--- config.mk ---
export PLATFORM = sky130hd
export DESIGN_NAME = life_generation_with_walls
export DESIGN_NICKNAME = d
export VERILOG_FILES = /design/src/hw/rtl/lgw_pkg.sv /design/src/hw/rtl/lgw_line_cell.sv /design/src/hw/rtl/lgw_line_chain.sv /design/src/hw/rtl/lgw_out_fifo.sv /design/src/hw/rtl/life_generation_with_walls.sv
export SDC_FILE = /design/constraint.sdc
export NUM_CORES = 1
export LEC_CHECK = 0
export BUFFER_PORTS_ARGS = -buffer_cell sky130_fd_sc_hd__buf_2
export CELL_PAD_IN_SITES_DETAIL_PLACEMENT = 0
export CELL_PAD_IN_SITES_GLOBAL_PLACEMENT = 1
export CORE_MARGIN = 1.5
export CORE_UTILIZATION = 50
export CTS_CLUSTER_DIAMETER = 150
export DETAILED_ROUTE_END_ITERATION = 8
export PLACE_DENSITY = 0.87
export SYNTH_ARGS = -nofsm -noshare
export SYNTH_HDL_FRONTEND = slang
export SYNTH_SLANG_ARGS = --single-unit
--- constraint.sdc ---
create_clock -name clk -period 14.15 [get_ports clk]
set_clock_uncertainty 0.15 [all_clocks]
set_input_delay 2.83 -clock clk [delete_from_list [all_inputs] [get_ports clk]]
set_output_delay 2.83 -clock clk [all_outputs]
set_load 0.05 [all_outputs]
--- src/hw/rtl/lgw_pkg.sv ---
// ----------------------------------------------------------------------------
// lgw_pkg: shared types and constants of the life generation block
// Cell codes, result record, register map and the B3/S23 update rule.
// ----------------------------------------------------------------------------
package lgw_pkg;

    // Cell codes as they appear on the cell and result channels.
    typedef logic [1:0] cell_t;

    localparam cell_t CELL_DEAD    = 2'd0;
    localparam cell_t CELL_ALIVE   = 2'd1;
    localparam cell_t CELL_BLOCKED = 2'd2;

    // Default grid limits, handed to the top level parameters.
    localparam int DEF_MAX_WIDTH  = 64;
    localparam int DEF_MAX_HEIGHT = 64;

    // Size registers as seen on the configuration port.
    localparam int         SIZE_W     = 7;
    localparam logic [6:0] SIZE_RESET = 7'd64;

    // Configuration port geometry and register map.
    localparam int   REG_ADDR_W      = 3;
    localparam int   REG_DATA_W      = 32;
    localparam logic REG_GRID_WIDTH  = 1'b0;
    localparam logic REG_GRID_HEIGHT = 1'b1;

    // Output queue depth; a power of two so the pointers wrap naturally.
    localparam int FIFO_DEPTH = 4;
    localparam int FIFO_LVL_W = $clog2(FIFO_DEPTH + 1);

    // One result transaction.
    typedef struct packed {
        cell_t next_cell;
        logic  last_of_frame;
    } result_t;

    // Write request into the output queue.
    typedef struct packed {
        logic    push;
        result_t data;
    } fifo_write_t;

    // A cell counts as a live neighbor only when its code is alive.
    function automatic logic is_alive(input cell_t code);
        return (code == CELL_ALIVE);
    endfunction

    // B3/S23 with blocked cells kept and unused codes treated as dead.
    function automatic cell_t next_gen(input cell_t centre, input logic [3:0] cnt);
        cell_t res;
        res = CELL_DEAD;
        if (centre == CELL_BLOCKED) begin
            res = CELL_BLOCKED;
        end else if (centre == CELL_ALIVE && (cnt == 4'd2 || cnt == 4'd3)) begin
            res = CELL_ALIVE;
        end else if (centre == CELL_DEAD && cnt == 4'd3) begin
            res = CELL_ALIVE;
        end
        return res;
    endfunction

endpackage

--- src/hw/rtl/lgw_line_cell.sv ---
// ----------------------------------------------------------------------------
// lgw_line_cell: one storage cell of a line delay chain
// Takes the neighbor's value on each shift, or the fresh value at the head.
// ----------------------------------------------------------------------------
module lgw_line_cell (
    input  logic          clk,
    input  logic          rst_n,
    input  logic          shift_en,
    input  logic          head,
    input  lgw_pkg::cell_t inject,
    input  lgw_pkg::cell_t prev,
    output lgw_pkg::cell_t q
);
    import lgw_pkg::*;

    cell_t data_reg;
    cell_t data_next;

    // The head cell loads the new value, every other cell copies its neighbor.
    always_comb
    begin
        data_next = data_reg;
        if (shift_en)
        begin
            data_next = head ? inject : prev;
        end
    end

    always_ff @(posedge clk or negedge rst_n)
    begin
        if (!rst_n)
        begin
            data_reg <= CELL_DEAD;
        end
        else
        begin
            data_reg <= data_next;
        end
    end

    assign q = data_reg;

endmodule

--- src/hw/rtl/lgw_line_chain.sv ---
// ----------------------------------------------------------------------------
// lgw_line_chain: line delay built from a row of cells
// Delays the cell stream by exactly width transactions. The value enters at
// cell MAX_WIDTH - width and leaves at the last cell.
// ----------------------------------------------------------------------------
module lgw_line_chain #(
    parameter int MAX_WIDTH = lgw_pkg::DEF_MAX_WIDTH
) (
    input  logic                           clk,
    input  logic                           rst_n,
    input  logic                           shift_en,
    input  logic [$clog2(MAX_WIDTH+1)-1:0] width,
    input  lgw_pkg::cell_t                 din,
    output lgw_pkg::cell_t                 dout
);
    import lgw_pkg::*;

    localparam int WW = $clog2(MAX_WIDTH + 1);

    cell_t tap [MAX_WIDTH];

    // Each cell knows its distance to the end and compares it to the width.
    for (genvar k = 0; k < MAX_WIDTH; k++)
    begin : g_cell
        localparam logic [WW-1:0] DIST = WW'(MAX_WIDTH - k);
        logic  head;
        cell_t prev;

        assign head = (width == DIST);

        if (k == 0)
        begin : g_first
            assign prev = din;
        end
        else
        begin : g_rest
            assign prev = tap[k-1];
        end

        lgw_line_cell u_cell (
            .clk      (clk),
            .rst_n    (rst_n),
            .shift_en (shift_en),
            .head     (head),
            .inject   (din),
            .prev     (prev),
            .q        (tap[k])
        );
    end

    assign dout = tap[MAX_WIDTH-1];

endmodule

--- src/hw/rtl/lgw_out_fifo.sv ---
// ----------------------------------------------------------------------------
// lgw_out_fifo: result queue in front of the result channel
// Holds finished results so the cell side keeps flowing while the result
// side stalls. One write and one read per cycle; the read waits while out_stall is high.
// ----------------------------------------------------------------------------
module lgw_out_fifo (
    input  logic                                clk,
    input  logic                                rst_n,
    input  lgw_pkg::fifo_write_t                wr,
    output logic                                out_valid,
    input  logic                                out_stall,
    output lgw_pkg::result_t                    out_data,
    output logic [lgw_pkg::FIFO_LVL_W-1:0]      level
);
    import lgw_pkg::*;

    localparam int PW = $clog2(FIFO_DEPTH);

    result_t               mem_reg [FIFO_DEPTH];
    logic [PW-1:0]         wr_ptr_reg;
    logic [PW-1:0]         wr_ptr_next;
    logic [PW-1:0]         rd_ptr_reg;
    logic [PW-1:0]         rd_ptr_next;
    logic [FIFO_LVL_W-1:0] level_reg;
    logic [FIFO_LVL_W-1:0] level_next;
    logic                  pop;

    assign out_valid = (level_reg != '0);
    assign out_data  = mem_reg[rd_ptr_reg];
    assign level     = level_reg;
    assign pop       = out_valid && !out_stall;

    // Pointer and fill level update.
    always_comb
    begin
        wr_ptr_next = wr_ptr_reg;
        rd_ptr_next = rd_ptr_reg;
        level_next  = level_reg;
        if (wr.push)
        begin
            wr_ptr_next = wr_ptr_reg + PW'(1);
        end
        if (pop)
        begin
            rd_ptr_next = rd_ptr_reg + PW'(1);
        end
        if (wr.push && !pop)
        begin
            level_next = level_reg + FIFO_LVL_W'(1);
        end
        else if (!wr.push && pop)
        begin
            level_next = level_reg - FIFO_LVL_W'(1);
        end
    end

    always_ff @(posedge clk or negedge rst_n)
    begin
        if (!rst_n)
        begin
            wr_ptr_reg <= '0;
            rd_ptr_reg <= '0;
            level_reg  <= '0;
        end
        else
        begin
            wr_ptr_reg <= wr_ptr_next;
            rd_ptr_reg <= rd_ptr_next;
            level_reg  <= level_next;
        end
    end

    // Queue storage carries payload only.
    always_ff @(posedge clk)
    begin
        if (wr.push)
        begin
            mem_reg[wr_ptr_reg] <= wr.data;
        end
    end

endmodule

--- src/hw/rtl/life_generation_with_walls.sv ---
// ----------------------------------------------------------------------------
// life_generation_with_walls: one B3/S23 generation on a walled, bounded grid
// Cells stream in raster order followed by one padding row; next-generation
// cells stream out in raster order with the final cell flagged.
// ----------------------------------------------------------------------------
// Throughput: one cell transaction per cycle while cell_stall is low, set by
//   the two line chains and the window, which all shift once per transaction.
// Results: a result is pushed into the output queue by the cell transaction
//   completing its neighborhood; a second result of a row end is deferred.
// Reset: counters clear, both size registers read 64, line cells and window
//   hold dead cells; no clearing pass, cells are taken from the first cycle.
// ----------------------------------------------------------------------------
module life_generation_with_walls #(
    parameter int MAX_WIDTH  = lgw_pkg::DEF_MAX_WIDTH,
    parameter int MAX_HEIGHT = lgw_pkg::DEF_MAX_HEIGHT
) (
    input  logic                             clk,
    input  logic                             rst_n,
    // Cell channel.
    input  logic                             cell_valid,
    output logic                             cell_stall,
    input  lgw_pkg::cell_t                   cell_code,
    // Result channel.
    output logic                             result_valid,
    input  logic                             result_stall,
    output lgw_pkg::cell_t                   next_cell,
    output logic                             last_of_frame,
    // Configuration port.
    input  logic                             psel,
    input  logic                             penable,
    input  logic                             pwrite,
    input  logic [lgw_pkg::REG_ADDR_W-1:0]   paddr,
    input  logic [lgw_pkg::REG_DATA_W-1:0]   pwdata,
    output logic [lgw_pkg::REG_DATA_W-1:0]   prdata,
    output logic                             pready
);
    import lgw_pkg::*;

    localparam int WW = $clog2(MAX_WIDTH + 1);
    localparam int CW = $clog2(MAX_WIDTH);
    localparam int HW = $clog2(MAX_HEIGHT + 1);

    // Configuration and position registers.
    logic [SIZE_W-1:0] grid_width_reg;
    logic [SIZE_W-1:0] grid_width_next;
    logic [SIZE_W-1:0] grid_height_reg;
    logic [SIZE_W-1:0] grid_height_next;
    logic [CW-1:0]     col_reg;
    logic [CW-1:0]     col_next;
    logic [HW-1:0]     row_reg;
    logic [HW-1:0]     row_next;

    // Window columns zero and one; column two is the new input column.
    cell_t win_reg  [3][2];
    cell_t win_next [3][2];
    cell_t wn       [3][3];

    // Second result of a row end, queued in the cycle after the first.
    logic    defer_valid_reg;
    logic    defer_valid_next;
    result_t defer_data_reg;
    result_t defer_data_next;

    logic                  cfg_write;
    logic                  cell_accept;
    logic [WW-1:0]         w_eff;
    logic [HW-1:0]         h_eff;
    logic [CW-1:0]         c_cur;
    logic [HW-1:0]         r_cur;
    logic                  c_is_last;
    logic                  r_is_last;
    cell_t                 a_tap;
    cell_t                 b_tap;
    cell_t                 a_eff;
    cell_t                 b_eff;
    cell_t                 n_eff;
    logic [3:0]            cnt_mid;
    logic [3:0]            cnt_last;
    logic                  emit_mid;
    logic                  emit_last;
    result_t               mid_res;
    result_t               last_res;
    fifo_write_t           fifo_wr;
    result_t               fifo_out;
    logic [FIFO_LVL_W-1:0] fifo_level;
    logic [FIFO_LVL_W-1:0] occupancy;

    assign pready      = 1'b1;
    assign cfg_write   = psel && penable && pwrite && pready;
    assign cell_accept = cell_valid && !cell_stall;

    // Register read-back.
    always_comb
    begin
        prdata = '0;
        unique case (paddr[2])
            REG_GRID_WIDTH:  prdata = REG_DATA_W'(grid_width_reg);
            REG_GRID_HEIGHT: prdata = REG_DATA_W'(grid_height_reg);
            default:         prdata = '0;
        endcase
    end

    // Sizes in use: zero acts as one, large values saturate at the maximum.
    always_comb
    begin
        if (grid_width_reg == '0)
        begin
            w_eff = WW'(1);
        end
        else if (32'(grid_width_reg) > 32'(MAX_WIDTH))
        begin
            w_eff = WW'(MAX_WIDTH);
        end
        else
        begin
            w_eff = WW'(grid_width_reg);
        end

        if (grid_height_reg == '0)
        begin
            h_eff = HW'(1);
        end
        else if (32'(grid_height_reg) > 32'(MAX_HEIGHT))
        begin
            h_eff = HW'(MAX_HEIGHT);
        end
        else
        begin
            h_eff = HW'(grid_height_reg);
        end
    end

    // Current raster position and the masked column entering the window.
    always_comb
    begin
        c_cur = (WW'(col_reg) >= w_eff) ? '0 : col_reg;
        r_cur = (row_reg > h_eff) ? '0 : row_reg;
        c_is_last = (WW'(c_cur) == (w_eff - WW'(1)));
        r_is_last = (r_cur == h_eff);
        a_eff = (r_cur < HW'(2)) ? CELL_DEAD : a_tap;
        b_eff = (r_cur == '0) ? CELL_DEAD : b_tap;
        n_eff = (r_cur >= h_eff) ? CELL_DEAD : cell_code;
    end

    // Window after this transaction's shift; a row start clears old columns.
    always_comb
    begin
        for (int i = 0; i < 3; i++)
        begin
            wn[i][0] = (c_cur == '0) ? CELL_DEAD : win_reg[i][0];
            wn[i][1] = (c_cur == '0) ? CELL_DEAD : win_reg[i][1];
        end
        wn[0][2] = a_eff;
        wn[1][2] = b_eff;
        wn[2][2] = n_eff;
        for (int i = 0; i < 3; i++)
        begin
            win_next[i][0] = win_reg[i][0];
            win_next[i][1] = win_reg[i][1];
            if (cell_accept)
            begin
                win_next[i][0] = wn[i][1];
                win_next[i][1] = wn[i][2];
            end
        end
    end

    // Live neighbor counts for the middle cell and for the row's last cell.
    always_comb
    begin
        cnt_mid  = '0;
        cnt_last = '0;
        for (int i = 0; i < 3; i++)
        begin
            for (int j = 0; j < 3; j++)
            begin
                if (!(i == 1 && j == 1))
                begin
                    cnt_mid = cnt_mid + {3'b000, is_alive(wn[i][j])};
                end
                if (j >= 1 && !(i == 1 && j == 2))
                begin
                    cnt_last = cnt_last + {3'b000, is_alive(wn[i][j])};
                end
            end
        end
    end

    // Results caused by this transaction.
    always_comb
    begin
        emit_mid  = cell_accept && (r_cur != '0) && (c_cur != '0);
        emit_last = cell_accept && (r_cur != '0) && c_is_last;
        mid_res.next_cell      = next_gen(wn[1][1], cnt_mid);
        mid_res.last_of_frame  = 1'b0;
        last_res.next_cell     = next_gen(wn[1][2], cnt_last);
        last_res.last_of_frame = r_is_last;
    end

    // Queue write: deferred row end first; a row start emits only at width one.
    always_comb
    begin
        fifo_wr.push = defer_valid_reg || emit_mid || emit_last;
        if (defer_valid_reg)
        begin
            fifo_wr.data = defer_data_reg;
        end
        else if (emit_mid)
        begin
            fifo_wr.data = mid_res;
        end
        else
        begin
            fifo_wr.data = last_res;
        end
        defer_valid_next = emit_mid && emit_last;
        defer_data_next  = last_res;
    end

    // Keep room for the results of one more transaction.
    assign occupancy  = fifo_level + FIFO_LVL_W'(defer_valid_reg);
    assign cell_stall = (occupancy > FIFO_LVL_W'(FIFO_DEPTH - 2));

    // Register writes, position counters and frame wrap.
    always_comb
    begin
        grid_width_next  = grid_width_reg;
        grid_height_next = grid_height_reg;
        col_next         = col_reg;
        row_next         = row_reg;
        if (cfg_write)
        begin
            unique case (paddr[2])
                REG_GRID_WIDTH:  grid_width_next  = pwdata[SIZE_W-1:0];
                REG_GRID_HEIGHT: grid_height_next = pwdata[SIZE_W-1:0];
                default:         grid_width_next  = grid_width_reg;
            endcase
            col_next = '0;
            row_next = '0;
        end
        else if (cell_accept)
        begin
            if (c_is_last)
            begin
                col_next = '0;
                row_next = r_is_last ? '0 : (r_cur + HW'(1));
            end
            else
            begin
                col_next = c_cur + CW'(1);
                row_next = r_cur;
            end
        end
    end

    always_ff @(posedge clk or negedge rst_n)
    begin
        if (!rst_n)
        begin
            grid_width_reg  <= SIZE_RESET;
            grid_height_reg <= SIZE_RESET;
            col_reg         <= '0;
            row_reg         <= '0;
            defer_valid_reg <= 1'b0;
            for (int i = 0; i < 3; i++)
            begin
                win_reg[i][0] <= CELL_DEAD;
                win_reg[i][1] <= CELL_DEAD;
            end
        end
        else
        begin
            grid_width_reg  <= grid_width_next;
            grid_height_reg <= grid_height_next;
            col_reg         <= col_next;
            row_reg         <= row_next;
            defer_valid_reg <= defer_valid_next;
            win_reg         <= win_next;
        end
    end

    always_ff @(posedge clk)
    begin
        defer_data_reg <= defer_data_next;
    end

    // Line one delays the incoming row, line zero delays line one.
    lgw_line_chain #(
        .MAX_WIDTH (MAX_WIDTH)
    ) u_line1 (
        .clk      (clk),
        .rst_n    (rst_n),
        .shift_en (cell_accept),
        .width    (w_eff),
        .din      (n_eff),
        .dout     (b_tap)
    );

    lgw_line_chain #(
        .MAX_WIDTH (MAX_WIDTH)
    ) u_line0 (
        .clk      (clk),
        .rst_n    (rst_n),
        .shift_en (cell_accept),
        .width    (w_eff),
        .din      (b_eff),
        .dout     (a_tap)
    );

    // Result queue drives the result channel.
    lgw_out_fifo u_fifo (
        .clk       (clk),
        .rst_n     (rst_n),
        .wr        (fifo_wr),
        .out_valid (result_valid),
        .out_stall (result_stall),
        .out_data  (fifo_out),
        .level     (fifo_level)
    );

    assign next_cell     = fifo_out.next_cell;
    assign last_of_frame = fifo_out.last_of_frame;

    // A deferred row end never collides with a result of the next transaction.
    assert property (@(posedge clk) disable iff (!rst_n)
        defer_valid_reg |-> !(emit_mid || emit_last))
        else $error("deferred result collides with a new result");

    // Two results from one transaction always leave the second one deferred.
    assert property (@(posedge clk) disable iff (!rst_n)
        (emit_mid && emit_last) |=> defer_valid_reg)
        else $error("second result of a row end was lost");

    // A deferred result is queued and its flag clears in the following cycle.
    assert property (@(posedge clk) disable iff (!rst_n)
        defer_valid_reg |=> !defer_valid_reg)
        else $error("deferred result held for more than one cycle");

endmodule
; Yosys cells after proc, flatten, opt, wreduce, memory -nomap -nowiden
; Memories as Yosys holds them, arrays and structs flattened.
; Cells that the tools add are included.
[op_classes]
add_sub_neg = 19
muxes = 161
bitwise_logic = 1
n_reduce_logical = 35
magnitude_cmp = 7
eq_ne = 80
[ops]
columns = op, count
row1 = 2-bit 2-to-1 mux, 137
row2 = 7-bit by 6-bit equality test with 1-bit output (second input constant), 32
row3 = 7-bit by 5-bit equality test with 1-bit output (second input constant), 16
row4 = 32-bit case mux with 2 select lines, 1
row5 = 7-bit 2-to-1 mux, 9
row6 = 7-bit by 4-bit equality test with 1-bit output (second input constant), 8
row7 = 7-bit by 3-bit equality test with 1-bit output (second input constant), 4
row8 = 6-bit 2-to-1 mux, 4
row9 = 7-bit zero test, 3
row10 = 4-bit by 1-bit adder with 4-bit output, 5
row11 = 2-bit by 1-bit equality test with 1-bit output (second input constant), 9
row12 = 4-bit by 2-bit equality test with 1-bit output (second input constant), 4
row13 = 7-bit by 2-bit equality test with 1-bit output (second input constant), 2
row14 = 7-bit > comparator (second input constant), 2
row15 = 1-bit logical AND, 14
row16 = 3-bit 2-to-1 mux, 4
row17 = 3-bit by 1-bit adder with 4-bit output, 2
row18 = 7-bit by 1-bit adder with 7-bit output (second input constant), 1
row19 = 6-bit by 7-bit equality test with 1-bit output, 1
row20 = 7-bit by 1-bit equality test with 1-bit output (second input constant), 1
row21 = 7-bit equality test, 1
row22 = 6-bit by 7-bit >= comparator with 1-bit output, 1
row23 = 7-bit >= comparator, 1
row24 = 7-bit > comparator, 1
row25 = other kinds (22), 40
[word_totals]
in_bits = 44
mem_bits_rw = 12
reg_bits = 302
memories = 1
[memory_table]
columns = name, depth, word_bits, rd, rd_clocked_by_memory_dff, write_ports, line_no
row1 = u_fifo.mem_reg, 4, 3, 1, 0, 1, lgw_out_fifo.sv:19  ; result_t mem_reg [FIFO_DEPTH];

; Depth between registers and ports, before layout
[logic_depth]
depth_word = 22
depth_mapped = 28
ltp_nobuf = 26

; Cells and area by module
; From an unflattened synthesis, not the netlist that was laid out.
[unflattened]
cells_unflattened = 1704
hier_area_um2 = 16813.6
[modules_own_cells]
columns = mod, n_inst, seq_area_each_um2, cells_each, area_each_um2
row1 = lgw_line_cell, 128, 50.0, 8, 87.6
row2 = life_generation_with_walls, 1, 1063.5, 441, 3757.4
row3 = lgw_line_chain, 2, 0.0, 95, 501.7
row4 = lgw_out_fifo, 1, 535.5, 49, 842.1

; Least setup slack after synthesis
; OpenSTA, ideal clock, no wires.
[synth_path]
path_type = input to output
startpoint = in paddr[2] (netlist bit)
endpoint = out prdata[6] (netlist bit)
required_ns = 11.170
setup_slack_ns = 7.014
stages = 2
path_buffers = 1
arrival_time_ns = 4.156
cell_sequence = clkbuf_1 -> o21ai_0
[synth_between]
elab_chain_cells = 2
[synth_lines]
columns = item, line_no
row1 = start: declaration, life_generation_with_walls.sv:32  ; input logic [lgw_pkg::REG_ADDR_W-1:0] paddr,
row2 = 1-bit NOT (no source line), n/a
row3 = 32-bit case mux with 2 select lines (*), life_generation_with_walls.sv:96  ; unique case (paddr[2])
row4 = end: declaration, life_generation_with_walls.sv:34  ; output logic [lgw_pkg::REG_DATA_W-1:0] prdata,
; Every way passes the cells marked *; elsewhere a longest branch is shown, timed or not. The select of a mux whose other input is x is not followed.

==> results.cfg <==
[outcome]
status = finished, final reports clean

[timing]
fin_setup_tns_ps = 0
setup_viol = 0
slew_viol_final = 0
tightest_slew_ps = 1200
fin_crit_sh_pct = 49.4
fmax_ghz = 0.143
rsz0062_at_grt = no
fin_crit_ps = 6980
slew_headroom_pct = 19.7
hold_viol = 0

[detailed_routing]
dr.pass1.iters = 5
viasPerCell = 5.68
num_vias = 12600
drc = 0
postRouteAntennaNets = 0
dr.first_iter.drc_count = 866
routedWlPerCell_um = 17.4
routed_wl_um = 38700

[cts]
numCtsBuffers = 36
clk_latency_ps = 520
cts.reportedPaths.clkPinSlew_ps = 60
cts.root.buffer_cell = clkbuf_16
ctsHoldBuffers = 0
postCtsSetupRepairBufs = 0
cts_max_path_buffers = 3
cts-resized-gates = 0
h-tree-depth = 2
cts.sinks = 314
cts_tree = done

[placed_design]
placed_area_um2 = 16400
place_hpwl_um = 23600
port_buffers = 28
gp_congestion = 0.886
dp.cells = 2159

[yosys]
synth-seq-cells = 314
synth-seq-area-share_pct = 48.9
synthFlopType = dfrtp_1
netlist_instances = 1835
synth_cell_types = 73
syn_area_per_cell_um2 = 8.81
async_reset_ff_share_pct = 95.2
yosys_warnings = 0
syn_area_um2 = 16200
synth_edf_count = 12

[setup_path]
crit_required_ps = 14250
arrival_ps = 7080
crit_path_max_incr_delay_ps = 640
worst-path-max-fanout = 57
rr_worst_depth = 26
crit_type = flip-flop to flip-flop
crit_top_cell = inv_1
slowest_stage = buf_4
crit_buf_inv = 6
cp.depth = 26
crit_family = adder cells
critPathLaunchType = flip-flop
worstSetupEndpointType = flip-flop

[global_routing]
grt_pass1_vias = 12200
grt_pass1_wl_um = 64200
grt_use_total_pct = 23.8
gr-total-overflow = 0
antenna_found_initial = 0
grt_max_degree = 129

[layout]
drive_gt1_share_pct = 7.91
final_cells = 2222
multi_input_area_um2 = 7590
diodes = 0
layout.nets = 1884
num-fill-cells = 2934
synthToLayoutAreaGrowth_pct = 8.61
regArea_um2 = 7910
stdcell_area_um2 = 17600
fin_util_pct = 55.4

[floorplan]
io_pins = 82
core_area_um2 = 31700
die_area_um2 = 33400
initial_core_util_pct = 51.0
num_rows = 65
die_w_um = 183
fp.dieH_um = 183

[hold_path]
min_path_type = flip-flop to flip-flop
holdPathStages = 2

[run]
cap_violations = 0

[power]
powerDensity_nw_per_um2 = 192
p_leak_nw = 7.65
max-vdd-ir-drop_v = 0.000122
## cell usage in the layout, fill, tap and decap left out, types with 7 or more instances in the layout
cell type  count
ha_1          38
and3_1        52
nor2b_1        9
conb_1        26
mux2i_1       52
nor2_1       230
xnor2_1        7
inv_1         34
buf_2         27
nand3_1       46
clkbuf_8       8
clkbuf_1       8
xor2_1         7
and2_1        18
clkbuf_16     36
a22oi_1       18
edfxtp_1      12
mux2_2        22
buf_4         15
o21ai_0      198
fa_1           7
dfrtp_1      297
nor3_1        13
o31ai_1       11
nand2_1      240
a21oi_1      271
## Yosys cell counts, types with 3 or more instances
cell type  number  area, um2
mux2i_1        52        521
nand4_1         4       25.0
inv_1          34        128
xor2_1          7       61.3
nand3b_1        3       22.5
clkbuf_1      106        398
ha_1           38        475
xnor2_1         7       61.3
or3_1           4       25.0
nand4b_1        6       52.6
buf_2          10       50.1
edfxtp_1       12        360
and2_0          3       18.8
or2_2           5       31.3
dfrtp_1       297       7430
o21ai_0       200       1000
o31ai_1        11       82.6
a31oi_1         4       25.0
fa_1            7        140
o21a_1          4       30.0
a21o_1          6       45.0
and3_1         52        325
mux2_2         22        248
nor2b_1         9       56.3
a22oi_1        18        135
nor4b_1         3       26.3
nand3_1        47        235
nor2_1        230        863
nand2b_1        6       37.5
nor3_1         13       65.1
mux4_2          3       67.6
a21oi_1       271       1360
o211ai_1        6       45.0
dfxtp_1         3       60.1
and2_1         19        119
nand2_1       241        905
buf_4          27        203
## layer usage
layer	vias up	GRT usage, %	part of all wire (%)
met3	57	4.55	5.1
met4	0	6.89	2.4
met2	266	38.8	46
li1	6220	-	-
met5	-	0	0
met1	6070	32.5	46
## per-stage QoR
| step | worst slack (ps) | hold WS [ps] | total power, mW |
|---|---|---|---|
| after CTS | 7170 | 309 | 3.39 |
| after global routing | 6690 | 333 | 3.60 |
| after detailed placement | 7200 | 296 | 2.46 |
| after global placement | 7250 | 292 | 2.42 |
| final | 7170 | 305 | 3.37 |
| after floorplan | 7010 | 280 | 2.16 |
## worst register-to-register path: stages (launching register included)
cell and delay [ps]:
dfrtp_1 390, nor2b_1 330, inv_1 160, ha_1 300, nand3_1 120, nor3_1 80
a21oi_1 460, nand2_1 330, and2_1 290, inv_1 60, ha_1 130, inv_1 130
o21ai_4 170, buf_4 640, nor2_1 140, fa_1 540, inv_1 60, fa_1 500
fa_1 520, inv_1 40, ha_1 200, fa_1 380, nand3_1 90, o21ai_0 80
nand4b_1 100, nor3_1 50, a211o_1 280
## cell type report
class                           instances  area share, %
Timing Repair Buffer                   43           1.50
Clock buffer                           52           5.93
Inverter                               35          0.748
Sequential cell                       314           45.0
Clock inverter                         11          0.705
Multi-Input combinational cell       1365           43.2
Tap cell                              402           2.86
## cell families after synthesis
group / synth area share, %
adders and majority gates: 3.81
AOI/OAI and AO/OA: 18.3
xor gates and xnor gates: 0.758
other: 0.0465
muxes: 5.24
DFF: 48.9
and+or+nand+nor: 18.0
buffers and inverters: 4.98
## path summary, 6_finish.rpt
path | end | from | slack, ps
max | u_fifo.mem_reg[1][1] | grid_height_reg[4] | 7170
max in group asynchronous | u_line0.g_cell[28].u_cell.q[1] | rst_n | 9470
min in group asynchronous | row_reg[3] | rst_n | 2200
min | win_reg[3] | win_reg[3] | 310
min reg2reg | win_reg[3] | win_reg[3] | 310
max reg2reg | u_fifo.mem_reg[1][1] | grid_height_reg[4] | 7170
## power by group
part / leakage, nW / switching [mW] / internal (mW) / total [mW]
clock network: 0.578 / 0.370 / 0.549 / 0.919
logic: 3.11 / 0.736 / 0.351 / 1.09
registers: 3.96 / 0.187 / 1.17 / 1.36
total: 7.65 / 1.29 / 2.07 / 3.37
Power figures use the tool's default switching activity.
